[src/rtl/qcr_pkg.sv]
`timescale 1ns / 1ps
// ----------------------------------------------------------------------------
// qcr_pkg
// Shared types, constants and the product schedule of the quaternion
// composition block.
// ----------------------------------------------------------------------------
package qcr_pkg;

    localparam int COMPONENT_WIDTH_DEF = 18;
    localparam int CFG_WIDTH           = 10;
    localparam logic [CFG_WIDTH-1:0] INTERVAL_RESET = 10'd100;
    localparam int NUM_COMP            = 4;
    localparam int COMPOSE_STEPS       = 16;

    localparam logic [1:0] SEL_X = 2'd0;
    localparam logic [1:0] SEL_Y = 2'd1;
    localparam logic [1:0] SEL_Z = 2'd2;
    localparam logic [1:0] SEL_W = 2'd3;

    typedef enum logic [3:0] {
        ST_IDLE,
        ST_MUL,
        ST_MUL_DRAIN,
        ST_FINISH,
        ST_SQ,
        ST_SQ_DRAIN,
        ST_SQ_CHECK,
        ST_SQRT,
        ST_DIV_INIT,
        ST_DIV,
        ST_DIV_STORE,
        ST_DONE
    } t_state;

    typedef struct packed {
        logic [1:0] a_sel;
        logic [1:0] b_sel;
        logic       neg;
    } t_mul_op;

    typedef struct packed {
        logic       load;
        logic       mul_en;
        logic       mul_sq;
        logic [3:0] mul_step;
        logic       finish;
        logic       sqrt_init;
        logic       sqrt_step;
        logic       div_init;
        logic       div_step;
        logic       div_store;
        logic [1:0] comp;
        logic       push;
    } t_cmd;

    typedef struct packed {
        logic sum_zero;
    } t_sts;

    // Four products per component; the step's upper two bits give the component.
    function automatic t_mul_op mul_op(input logic [3:0] step);
        t_mul_op op;
        op = '{a_sel: SEL_X, b_sel: SEL_X, neg: 1'b0};
        unique case (step)
            4'd0:  op = '{a_sel: SEL_X, b_sel: SEL_W, neg: 1'b0};
            4'd1:  op = '{a_sel: SEL_W, b_sel: SEL_X, neg: 1'b0};
            4'd2:  op = '{a_sel: SEL_Z, b_sel: SEL_Y, neg: 1'b0};
            4'd3:  op = '{a_sel: SEL_Y, b_sel: SEL_Z, neg: 1'b1};
            4'd4:  op = '{a_sel: SEL_Y, b_sel: SEL_W, neg: 1'b0};
            4'd5:  op = '{a_sel: SEL_W, b_sel: SEL_Y, neg: 1'b0};
            4'd6:  op = '{a_sel: SEL_X, b_sel: SEL_Z, neg: 1'b0};
            4'd7:  op = '{a_sel: SEL_Z, b_sel: SEL_X, neg: 1'b1};
            4'd8:  op = '{a_sel: SEL_Z, b_sel: SEL_W, neg: 1'b0};
            4'd9:  op = '{a_sel: SEL_W, b_sel: SEL_Z, neg: 1'b0};
            4'd10: op = '{a_sel: SEL_Y, b_sel: SEL_X, neg: 1'b0};
            4'd11: op = '{a_sel: SEL_X, b_sel: SEL_Y, neg: 1'b1};
            4'd12: op = '{a_sel: SEL_W, b_sel: SEL_W, neg: 1'b0};
            4'd13: op = '{a_sel: SEL_X, b_sel: SEL_X, neg: 1'b1};
            4'd14: op = '{a_sel: SEL_Y, b_sel: SEL_Y, neg: 1'b1};
            4'd15: op = '{a_sel: SEL_Z, b_sel: SEL_Z, neg: 1'b1};
        endcase
        return op;
    endfunction

endpackage

[src/rtl/qcr_datapath.sv]
`timescale 1ns / 1ps
// ----------------------------------------------------------------------------
// qcr_datapath
// Shared multiplier with accumulators, rounding and saturation, a bit-serial
// square root and a bit-serial divider for normalisation.
// ----------------------------------------------------------------------------
module qcr_datapath #(
    parameter int W = qcr_pkg::COMPONENT_WIDTH_DEF
) (
    input  logic                 i_clk,
    input  logic                 i_rst_n,
    input  logic signed [W-1:0]  i_a_x,
    input  logic signed [W-1:0]  i_a_y,
    input  logic signed [W-1:0]  i_a_z,
    input  logic signed [W-1:0]  i_a_w,
    input  logic signed [W-1:0]  i_b_x,
    input  logic signed [W-1:0]  i_b_y,
    input  logic signed [W-1:0]  i_b_z,
    input  logic signed [W-1:0]  i_b_w,
    input  qcr_pkg::t_cmd        i_cmd,
    output qcr_pkg::t_sts        o_sts,
    output logic signed [W-1:0]  o_r_x,
    output logic signed [W-1:0]  o_r_y,
    output logic signed [W-1:0]  o_r_z,
    output logic signed [W-1:0]  o_r_w
);

    localparam int F  = W - 2;
    localparam int PW = 2 * W;
    localparam int AW = 2 * W + 2;
    localparam int SW = 2 * W + 2;
    localparam int RW = W + 1;
    localparam int QW = W + 4;
    localparam int NW = 2 * W - 2;
    localparam int DW = W + 2;
    localparam logic signed [AW-1:0] HALF    = AW'(64'sd1 <<< (F - 1));
    localparam logic signed [AW-1:0] SAT_MAX = AW'((64'sd1 <<< (W - 1)) - 64'sd1);
    localparam logic signed [AW-1:0] SAT_MIN = -SAT_MAX - AW'(1);

    logic signed [W-1:0]  r_a   [qcr_pkg::NUM_COMP];
    logic signed [W-1:0]  r_b   [qcr_pkg::NUM_COMP];
    logic signed [W-1:0]  r_res [qcr_pkg::NUM_COMP];
    logic signed [W-1:0]  r_out [qcr_pkg::NUM_COMP];
    logic signed [AW-1:0] r_acc [qcr_pkg::NUM_COMP];
    logic signed [W-1:0]  fin   [qcr_pkg::NUM_COMP];

    logic signed [PW-1:0] r_prod;
    logic                 r_pvalid;
    logic                 r_psq;
    logic                 r_pneg;
    logic [1:0]           r_pcomp;
    logic [SW-1:0]        r_sum;
    logic [SW-1:0]        r_sqs;
    logic [QW-1:0]        r_srem;
    logic [RW-1:0]        r_root;
    logic [NW-1:0]        r_num;
    logic [DW-1:0]        r_drem;
    logic                 r_dneg;

    qcr_pkg::t_mul_op     op;
    logic signed [W-1:0]  mul_a;
    logic signed [W-1:0]  mul_b;
    logic signed [PW-1:0] mul_p;
    logic signed [W-1:0]  sel_res;
    logic [W-1:0]         sel_mag;
    logic [QW-1:0]        srem_sh;
    logic [QW-1:0]        trial;
    logic [DW-1:0]        dsh;
    logic                 qbit;
    logic [W-1:0]         q_mag;

    always_comb begin
        op      = qcr_pkg::mul_op(i_cmd.mul_step);
        sel_res = r_res[i_cmd.comp];
        sel_mag = sel_res[W-1] ? (~sel_res + 1'b1) : sel_res;
        mul_a   = i_cmd.mul_sq ? sel_res : r_a[op.a_sel];
        mul_b   = i_cmd.mul_sq ? sel_res : r_b[op.b_sel];
        mul_p   = PW'(mul_a) * PW'(mul_b);
    end

    always_comb begin
        logic signed [AW-1:0] rnd;
        logic signed [AW-1:0] sh;
        for (int i = 0; i < qcr_pkg::NUM_COMP; i++) begin
            rnd = r_acc[i] + HALF;
            sh  = rnd >>> F;
            if (sh > SAT_MAX) begin
                fin[i] = SAT_MAX[W-1:0];
            end else if (sh < SAT_MIN) begin
                fin[i] = SAT_MIN[W-1:0];
            end else begin
                fin[i] = sh[W-1:0];
            end
        end
    end

    always_comb begin
        srem_sh = {r_srem[QW-3:0], r_sqs[SW-1:SW-2]};
        trial   = QW'({r_root, 2'b01});
        dsh     = {r_drem[DW-2:0], r_num[NW-1]};
        qbit    = (dsh >= DW'(r_root));
        q_mag   = r_num[W-1:0];
    end

    always_ff @(posedge i_clk) begin
        if (!i_rst_n) begin
            r_pvalid <= 1'b0;
        end else begin
            r_pvalid <= i_cmd.mul_en;
        end
    end

    always_ff @(posedge i_clk) begin
        if (i_cmd.load) begin
            r_a[0] <= i_a_x;
            r_a[1] <= i_a_y;
            r_a[2] <= i_a_z;
            r_a[3] <= i_a_w;
            r_b[0] <= i_b_x;
            r_b[1] <= i_b_y;
            r_b[2] <= i_b_z;
            r_b[3] <= i_b_w;
        end
        r_prod  <= mul_p;
        r_psq   <= i_cmd.mul_sq;
        r_pneg  <= op.neg;
        r_pcomp <= i_cmd.mul_sq ? i_cmd.comp : i_cmd.mul_step[3:2];

        if (i_cmd.load) begin
            r_sum <= '0;
            for (int i = 0; i < qcr_pkg::NUM_COMP; i++) begin
                r_acc[i] <= '0;
            end
        end else if (r_pvalid) begin
            if (r_psq) begin
                r_sum <= r_sum + SW'(unsigned'(r_prod));
            end else begin
                for (int i = 0; i < qcr_pkg::NUM_COMP; i++) begin
                    if (r_pcomp == 2'(i)) begin
                        r_acc[i] <= r_pneg ? (r_acc[i] - AW'(r_prod))
                                           : (r_acc[i] + AW'(r_prod));
                    end
                end
            end
        end

        if (i_cmd.finish) begin
            for (int i = 0; i < qcr_pkg::NUM_COMP; i++) begin
                r_res[i] <= fin[i];
            end
        end else if (i_cmd.div_store) begin
            r_res[i_cmd.comp] <= r_dneg ? $signed(~q_mag + 1'b1) : $signed(q_mag);
        end

        if (i_cmd.sqrt_init) begin
            r_sqs  <= r_sum;
            r_srem <= '0;
            r_root <= '0;
        end else if (i_cmd.sqrt_step) begin
            r_sqs <= r_sqs << 2;
            if (srem_sh >= trial) begin
                r_srem <= srem_sh - trial;
                r_root <= {r_root[RW-2:0], 1'b1};
            end else begin
                r_srem <= srem_sh;
                r_root <= {r_root[RW-2:0], 1'b0};
            end
        end

        if (i_cmd.div_init) begin
            r_num  <= (NW'(sel_mag) << F) + NW'(r_root >> 1);
            r_drem <= '0;
            r_dneg <= sel_res[W-1];
        end else if (i_cmd.div_step) begin
            r_num  <= {r_num[NW-2:0], qbit};
            r_drem <= qbit ? (dsh - DW'(r_root)) : dsh;
        end

        if (i_cmd.push) begin
            for (int i = 0; i < qcr_pkg::NUM_COMP; i++) begin
                r_out[i] <= r_res[i];
            end
        end
    end

    assign o_sts.sum_zero = (r_sum == '0);
    assign o_r_x = r_out[0];
    assign o_r_y = r_out[1];
    assign o_r_z = r_out[2];
    assign o_r_w = r_out[3];

endmodule

[src/rtl/qcr_ctrl.sv]
`timescale 1ns / 1ps
// ----------------------------------------------------------------------------
// qcr_ctrl
// Sequencer for composition and normalisation, the composition counter,
// the interval register and the output transaction flag.
// ----------------------------------------------------------------------------
module qcr_ctrl #(
    parameter int W = qcr_pkg::COMPONENT_WIDTH_DEF
) (
    input  logic                            i_clk,
    input  logic                            i_rst_n,
    input  logic                            i_in_valid,
    output logic                            o_in_ready,
    output logic                            o_out_valid,
    input  logic                            i_out_ready,
    output logic                            o_renormalized,
    input  logic                            i_cfg_valid,
    output logic                            o_cfg_ready,
    input  logic [qcr_pkg::CFG_WIDTH-1:0]   i_cfg_data,
    output qcr_pkg::t_cmd                   o_cmd,
    input  qcr_pkg::t_sts                   i_sts
);

    localparam int CW = $clog2(2 * W);
    localparam logic [CW-1:0] MUL_LAST  = CW'(qcr_pkg::COMPOSE_STEPS - 1);
    localparam logic [CW-1:0] SQ_LAST   = CW'(qcr_pkg::NUM_COMP - 1);
    localparam logic [CW-1:0] SQRT_LAST = CW'(W);
    localparam logic [CW-1:0] DIV_LAST  = CW'(2 * W - 3);

    qcr_pkg::t_state r_state, n_state;
    logic [CW-1:0]   r_cnt;
    logic [1:0]      r_comp;
    logic [qcr_pkg::CFG_WIDTH-1:0] r_interval;
    logic [qcr_pkg::CFG_WIDTH-1:0] r_count;
    logic            r_do_norm;
    logic            r_norm_res;
    logic            r_out_valid;
    logic            r_out_renorm;
    logic            accept;
    logic            slot_free;

    assign accept    = i_in_valid && (r_state == qcr_pkg::ST_IDLE);
    assign slot_free = !r_out_valid || i_out_ready;

    always_comb begin
        n_state = r_state;
        unique case (r_state)
            qcr_pkg::ST_IDLE:      if (i_in_valid) n_state = qcr_pkg::ST_MUL;
            qcr_pkg::ST_MUL:       if (r_cnt == MUL_LAST) n_state = qcr_pkg::ST_MUL_DRAIN;
            qcr_pkg::ST_MUL_DRAIN: n_state = qcr_pkg::ST_FINISH;
            qcr_pkg::ST_FINISH:    n_state = r_do_norm ? qcr_pkg::ST_SQ : qcr_pkg::ST_DONE;
            qcr_pkg::ST_SQ:        if (r_cnt == SQ_LAST) n_state = qcr_pkg::ST_SQ_DRAIN;
            qcr_pkg::ST_SQ_DRAIN:  n_state = qcr_pkg::ST_SQ_CHECK;
            qcr_pkg::ST_SQ_CHECK:  begin
                n_state = i_sts.sum_zero ? qcr_pkg::ST_DONE : qcr_pkg::ST_SQRT;
            end
            qcr_pkg::ST_SQRT:      if (r_cnt == SQRT_LAST) n_state = qcr_pkg::ST_DIV_INIT;
            qcr_pkg::ST_DIV_INIT:  n_state = qcr_pkg::ST_DIV;
            qcr_pkg::ST_DIV:       if (r_cnt == DIV_LAST) n_state = qcr_pkg::ST_DIV_STORE;
            qcr_pkg::ST_DIV_STORE: begin
                n_state = (r_comp == 2'd3) ? qcr_pkg::ST_DONE : qcr_pkg::ST_DIV_INIT;
            end
            qcr_pkg::ST_DONE:      if (slot_free) n_state = qcr_pkg::ST_IDLE;
            default:               n_state = qcr_pkg::ST_IDLE;
        endcase
    end

    always_comb begin
        o_cmd          = '0;
        o_cmd.mul_step = r_cnt[3:0];
        o_cmd.comp     = r_comp;
        unique case (r_state)
            qcr_pkg::ST_IDLE:      o_cmd.load = i_in_valid;
            qcr_pkg::ST_MUL:       o_cmd.mul_en = 1'b1;
            qcr_pkg::ST_FINISH:    o_cmd.finish = 1'b1;
            qcr_pkg::ST_SQ:        begin
                o_cmd.mul_en = 1'b1;
                o_cmd.mul_sq = 1'b1;
                o_cmd.comp   = r_cnt[1:0];
            end
            qcr_pkg::ST_SQ_CHECK:  o_cmd.sqrt_init = 1'b1;
            qcr_pkg::ST_SQRT:      o_cmd.sqrt_step = 1'b1;
            qcr_pkg::ST_DIV_INIT:  o_cmd.div_init = 1'b1;
            qcr_pkg::ST_DIV:       o_cmd.div_step = 1'b1;
            qcr_pkg::ST_DIV_STORE: o_cmd.div_store = 1'b1;
            qcr_pkg::ST_DONE:      o_cmd.push = slot_free;
            default:               o_cmd.load = 1'b0;
        endcase
    end

    always_ff @(posedge i_clk) begin
        if (!i_rst_n) begin
            r_state      <= qcr_pkg::ST_IDLE;
            r_cnt        <= '0;
            r_comp       <= '0;
            r_interval   <= qcr_pkg::INTERVAL_RESET;
            r_count      <= '0;
            r_do_norm    <= 1'b0;
            r_norm_res   <= 1'b0;
            r_out_valid  <= 1'b0;
            r_out_renorm <= 1'b0;
        end else begin
            r_state <= n_state;
            if (i_cfg_valid) begin
                r_interval <= i_cfg_data;
            end
            if (accept) begin
                r_norm_res <= 1'b0;
                if (r_count >= r_interval) begin
                    r_count   <= '0;
                    r_do_norm <= 1'b1;
                end else begin
                    r_count   <= r_count + 1'b1;
                    r_do_norm <= 1'b0;
                end
            end
            if (r_state != n_state) begin
                r_cnt <= '0;
            end else begin
                r_cnt <= r_cnt + 1'b1;
            end
            if (r_state == qcr_pkg::ST_SQ_CHECK) begin
                r_comp <= '0;
            end else if (r_state == qcr_pkg::ST_DIV_STORE) begin
                r_comp     <= r_comp + 1'b1;
                r_norm_res <= 1'b1;
            end
            if (o_cmd.push) begin
                r_out_valid  <= 1'b1;
                r_out_renorm <= r_norm_res;
            end else if (i_out_ready) begin
                r_out_valid <= 1'b0;
            end
        end
    end

    assign o_in_ready     = (r_state == qcr_pkg::ST_IDLE);
    assign o_out_valid    = r_out_valid;
    assign o_renormalized = r_out_renorm;
    assign o_cfg_ready    = 1'b1;

endmodule

[src/rtl/quaternion_compose_renormalize_top.sv]
`timescale 1ns / 1ps
// ----------------------------------------------------------------------------
// quaternion_compose_renormalize_top
// Composes two fixed-point quaternions and periodically scales the result to
// unit length.
// ----------------------------------------------------------------------------
// A plain item's run is set by sixteen products through the single shared
// multiplier. A normalised item also runs the bit-serial square root and the
// divider shared by all components.
// One item at a time; the next is accepted while a result waits at the output.
// Synchronous active-low reset clears the counter and restores the interval.
module quaternion_compose_renormalize_top #(
    parameter int COMPONENT_WIDTH = qcr_pkg::COMPONENT_WIDTH_DEF
) (
    input  logic                                i_clk,
    input  logic                                i_rst_n,
    input  logic                                i_in_valid,
    output logic                                o_in_ready,
    input  logic signed [COMPONENT_WIDTH-1:0]   i_a_x,
    input  logic signed [COMPONENT_WIDTH-1:0]   i_a_y,
    input  logic signed [COMPONENT_WIDTH-1:0]   i_a_z,
    input  logic signed [COMPONENT_WIDTH-1:0]   i_a_w,
    input  logic signed [COMPONENT_WIDTH-1:0]   i_b_x,
    input  logic signed [COMPONENT_WIDTH-1:0]   i_b_y,
    input  logic signed [COMPONENT_WIDTH-1:0]   i_b_z,
    input  logic signed [COMPONENT_WIDTH-1:0]   i_b_w,
    output logic                                o_out_valid,
    input  logic                                i_out_ready,
    output logic signed [COMPONENT_WIDTH-1:0]   o_r_x,
    output logic signed [COMPONENT_WIDTH-1:0]   o_r_y,
    output logic signed [COMPONENT_WIDTH-1:0]   o_r_z,
    output logic signed [COMPONENT_WIDTH-1:0]   o_r_w,
    output logic                                o_renormalized,
    input  logic                                i_cfg_valid,
    output logic                                o_cfg_ready,
    input  logic [qcr_pkg::CFG_WIDTH-1:0]       i_cfg_data
);

    qcr_pkg::t_cmd cmd;
    qcr_pkg::t_sts sts;

    qcr_ctrl #(.W(COMPONENT_WIDTH)) u_ctrl (
        .i_clk          (i_clk),
        .i_rst_n        (i_rst_n),
        .i_in_valid     (i_in_valid),
        .o_in_ready     (o_in_ready),
        .o_out_valid    (o_out_valid),
        .i_out_ready    (i_out_ready),
        .o_renormalized (o_renormalized),
        .i_cfg_valid    (i_cfg_valid),
        .o_cfg_ready    (o_cfg_ready),
        .i_cfg_data     (i_cfg_data),
        .o_cmd          (cmd),
        .i_sts          (sts)
    );

    qcr_datapath #(.W(COMPONENT_WIDTH)) u_datapath (
        .i_clk   (i_clk),
        .i_rst_n (i_rst_n),
        .i_a_x   (i_a_x),
        .i_a_y   (i_a_y),
        .i_a_z   (i_a_z),
        .i_a_w   (i_a_w),
        .i_b_x   (i_b_x),
        .i_b_y   (i_b_y),
        .i_b_z   (i_b_z),
        .i_b_w   (i_b_w),
        .i_cmd   (cmd),
        .o_sts   (sts),
        .o_r_x   (o_r_x),
        .o_r_y   (o_r_y),
        .o_r_z   (o_r_z),
        .o_r_w   (o_r_w)
    );

    a_busy_after_accept: assert property (@(posedge i_clk) disable iff (!i_rst_n)
        i_in_valid && o_in_ready |=> !o_in_ready)
        else $error("input accepted again while an item is in progress");

    a_push_into_free_slot: assert property (@(posedge i_clk) disable iff (!i_rst_n)
        cmd.push |-> (!o_out_valid || i_out_ready))
        else $error("result pushed over an untaken output");

    a_single_command: assert property (@(posedge i_clk) disable iff (!i_rst_n)
        $onehot0({cmd.load, cmd.mul_en, cmd.finish, cmd.sqrt_init, cmd.sqrt_step,
                  cmd.div_init, cmd.div_step, cmd.div_store, cmd.push}))
        else $error("more than one datapath command in one cycle");

endmodule
[config.mk]
export PLATFORM = sky130hd
export DESIGN_NAME = quaternion_compose_renormalize_top
export DESIGN_NICKNAME = d
export VERILOG_FILES = /design/src/rtl/qcr_pkg.sv /design/src/rtl/qcr_datapath.sv /design/src/rtl/qcr_ctrl.sv /design/src/rtl/quaternion_compose_renormalize_top.sv
export SDC_FILE = /design/constraint.sdc
export NUM_CORES = 2
export LEC_CHECK = 0
export BUFFER_PORTS_ARGS = -buffer_cell sky130_fd_sc_hd__buf_2
export CORE_ASPECT_RATIO = 1.5
export CORE_MARGIN = 3
export CORE_UTILIZATION = 36
export CTS_BUF_LIST = sky130_fd_sc_hd__clkbuf_8
export CTS_CLUSTER_SIZE = 25
export DETAILED_ROUTE_END_ITERATION = 8
export PLACE_DENSITY_LB_ADDON = 0.25
export SLEW_MARGIN = 20
export SYNTH_ARGS = -nofsm -noshare
export SYNTH_HDL_FRONTEND = slang
export SYNTH_SLANG_ARGS = --single-unit
export TNS_END_PERCENT = 50
[constraint.sdc]
create_clock -name i_clk -period 16.9 [get_ports i_clk]
set_input_delay 3.38 -clock i_clk [delete_from_list [all_inputs] [get_ports i_clk]]
set_output_delay 3.38 -clock i_clk [all_outputs]
set_load 0.1 [all_outputs]
==> metrics.cfg <==
[drt]
viasPerCell=5.35
num_vias=41100
route.detailed.drc=0
drt_iter0_drc=2744
wl_um=170000
final_antenna_net_count=0
dr.pass1.iters=7
wl_per_cell_um=22.1

[placement]
place_congestion=0.990
port_buffers=233
dp_hpwl_um=135000

[global_route]
grtUsageMet1_pct=23.5
grtUsageMet2_pct=39.4
grt_max_degree=73
grt_util_met3_pct=4.25
antenna_found_initial=7
grt_pass1_vias=42700
grt_pass1_wl_um=256000
grt_busiest_layer=met2
grt-ovfl-total=0
gr-usage-all-layers_pct=22.4

[finish]
synthToLayoutAreaGrowth_pct=11.4
layout-drive-gt1-share_pct=10.6
nets=6507
register_area_um2=19000
multi_input_area_um2=31000
num-fill-cells=14400

[clock_network]
clock_latency_ns=0.94
tritoncts=done
hold_buffers=0
clk_path_buf_depth=3
clock-root-buffer=clkbuf_8
cts-resized-gates=0
post_cts_buffers=0
cts_buffers=114
ctsHtreeMaxLevel=3
cts_num_sinks=691
cts.clk_slew.worst_paths_ns=0.07

[setup_path]
crit_fanout=64
max_stage_delay_ns=0.77
critPathKind=flip-flop to flip-flop
cp.required_ns=17.67
crit_arrival_ns=11.19
critPathCaptureType=flip-flop
cp-start-kind=flip-flop
crit_slowest_cell=fa_1

[timing]
slew_headroom_pct=24.8
finalMaxSlewViolations=0
hold_viol_final=0
min_period_ns=10.42
worst_pin_slew_ns=1.12
tns_ns=0
fmax_mhz=96.0
grt_setup_unrepaired=no
finClkSkew_ns=0.101
timing.final.crit_share_pct=61.6
setup_violations=0

[synth]
syn_avg_cell_area_um2=9.72
synthTopCellsByArea=edfxtp_1 29%, fa_1 13%, ha_1 8.2%
netlist.area_leader.share_pct=29.3
async_flop_share_pct=0
synth_edf_count=513
yosys_warnings=0
syn_area_um2=52500
yosys_most_used_dff=edfxtp_1
yosysSeqAreaShare_pct=36.1
synth.top_cells.by_count=589 x nand2_1, 587 x nor2_1, 536 x inv_1, 513 x edfxtp_1, 343 x ha_1
synth_cell_types=91
yosys.area.top_type=edfxtp_1
synth.most_common_cell=nand2_1
synth_fp_nets=6244
syn_inst=5406
synth-seq-cells=691

[floorplanning]
die_w_um=318
dieArea_um2=151000
placementRows=171
start_util_pct=36.3
io_pins=235
die_h_um=474
core-area_um2=145000

[outcome]
status=completed

[worst_hold_path]
hp-class=flip-flop to flip-flop

[run]
drv_cap=0

==> cells by family after synthesis <==
logic type	after synthesis	synth area share (%)
AOI/OAI and AO/OA	1109	13.5
xor gates and xnor gates	366	6.10
adders and majority gates	679	21.0
buffers and inverters	711	5.14
DFF	691	36.1
muxes	122	3.34
other	1	0.00714
and+or+nand+nor	1727	14.9
==> cells in the final DEF (no fill, tap or decap), types with 38 or more instances in the layout <==
cell / count
nand2_1: 588
nor2_1: 586
inv_1: 569
edfxtp_1: 513
ha_1: 343
fa_1: 336
a21oi_1: 327
buf_2: 234
o21ai_0: 219
xnor2_1: 209
dfxtp_1: 177
xor2_1: 152
a21o_1: 121
clkbuf_8: 120
nand3_1: 90
buf_4: 86
nor3_1: 76
o21a_1: 70
mux2i_1: 61
nor2b_1: 57
nand2b_1: 57
and3_1: 54
a211oi_1: 51
and2_1: 41
mux4_2: 40
a31oi_1: 38
==> worst paths after layout <==
| check | from | to | slack, ns | cells past startpoint |
|---|---|---|---|---|
| worst max-delay path | u_ctrl.r_state[2]$_SDFF_PN0_ | u_datapath.r_prod[35]$_DFF_P_ | 6.48 | 29 |
| worst min-delay path | u_datapath.op[0]$_DFF_P_ | u_datapath.r_pneg$_DFF_P_ | 0.32 | 0 |
| worst max register to register | u_ctrl.r_state[2]$_SDFF_PN0_ | u_datapath.r_prod[35]$_DFF_P_ | 6.48 | 29 |
| worst min register to register | u_datapath.op[0]$_DFF_P_ | u_datapath.r_pneg$_DFF_P_ | 0.32 | 0 |
==> worst max-delay path, delay by kind of cell, from the launching register on <==
| family | cells | cell delay (ns) |
|---|---|---|
| AOI/OAI and AO/OA | 5 | 1.03 |
| adders and majority gates | 7 | 3.96 |
| buffers and inverters | 7 | 1.57 |
| DFF | 1 | 0.58 |
| muxes | 2 | 0.99 |
| and+or+nand+nor | 8 | 2.10 |
==> sequential cells by signal (all words and copies together) (netlist names), 20 cells and up <==
register / count
u_datapath.r_a: 72
u_datapath.r_prod: 36
u_datapath.r_res: 72
u_datapath.r_acc: 152
u_datapath.r_out: 72
u_datapath.r_num: 34
u_datapath.r_sum: 38
u_datapath.r_sqs: 38
u_datapath.r_b: 72
u_datapath.r_srem: 20
==> through the flow <==
step / hold slack, ns / worst slack (ns) / std cells / instance area, µm² / utilization [%]
after global routing: 0.341 / 5.82 / 7674 / 58500 / 40.4
after floorplan: 0.310 / 7.74 / 5406 / 52500 / -
final: 0.325 / 6.48 / 7679 / 58500 / 40.4
after detailed placement: 0.313 / 6.43 / 7456 / 56200 / 38.8
after global placement: 0.312 / 6.11 / 7455 / 56200 / 38.8
after CTS: 0.324 / 6.38 / 7673 / 58500 / 40.4
==> cell type report <==
| class | count | share of cell area (%) |
|---|---|---|
| flip-flops and latches | 691 | 32.4 |
| multi-input cells | 4004 | 52.9 |
| inverters | 538 | 3.47 |
| repair buffers | 320 | 3.10 |
| clock inverters | 97 | 1.15 |
| diodes | 6 | 0.0257 |
| clock buffers | 120 | 2.82 |
| well taps | 1903 | 4.07 |
==> per-layer routing <==
layer	up-vias	part of all wire [%]	routed length [µm]
met5	-	0.0053	9
met4	2	9.5	16000
met3	531	5.8	9810
met2	1388	49	83600
met1	19800	35	60100
li1	19300	-	-
Power is not shown: default switching activity piles up to over one toggle a cycle in this logic, so the estimate is an artifact.
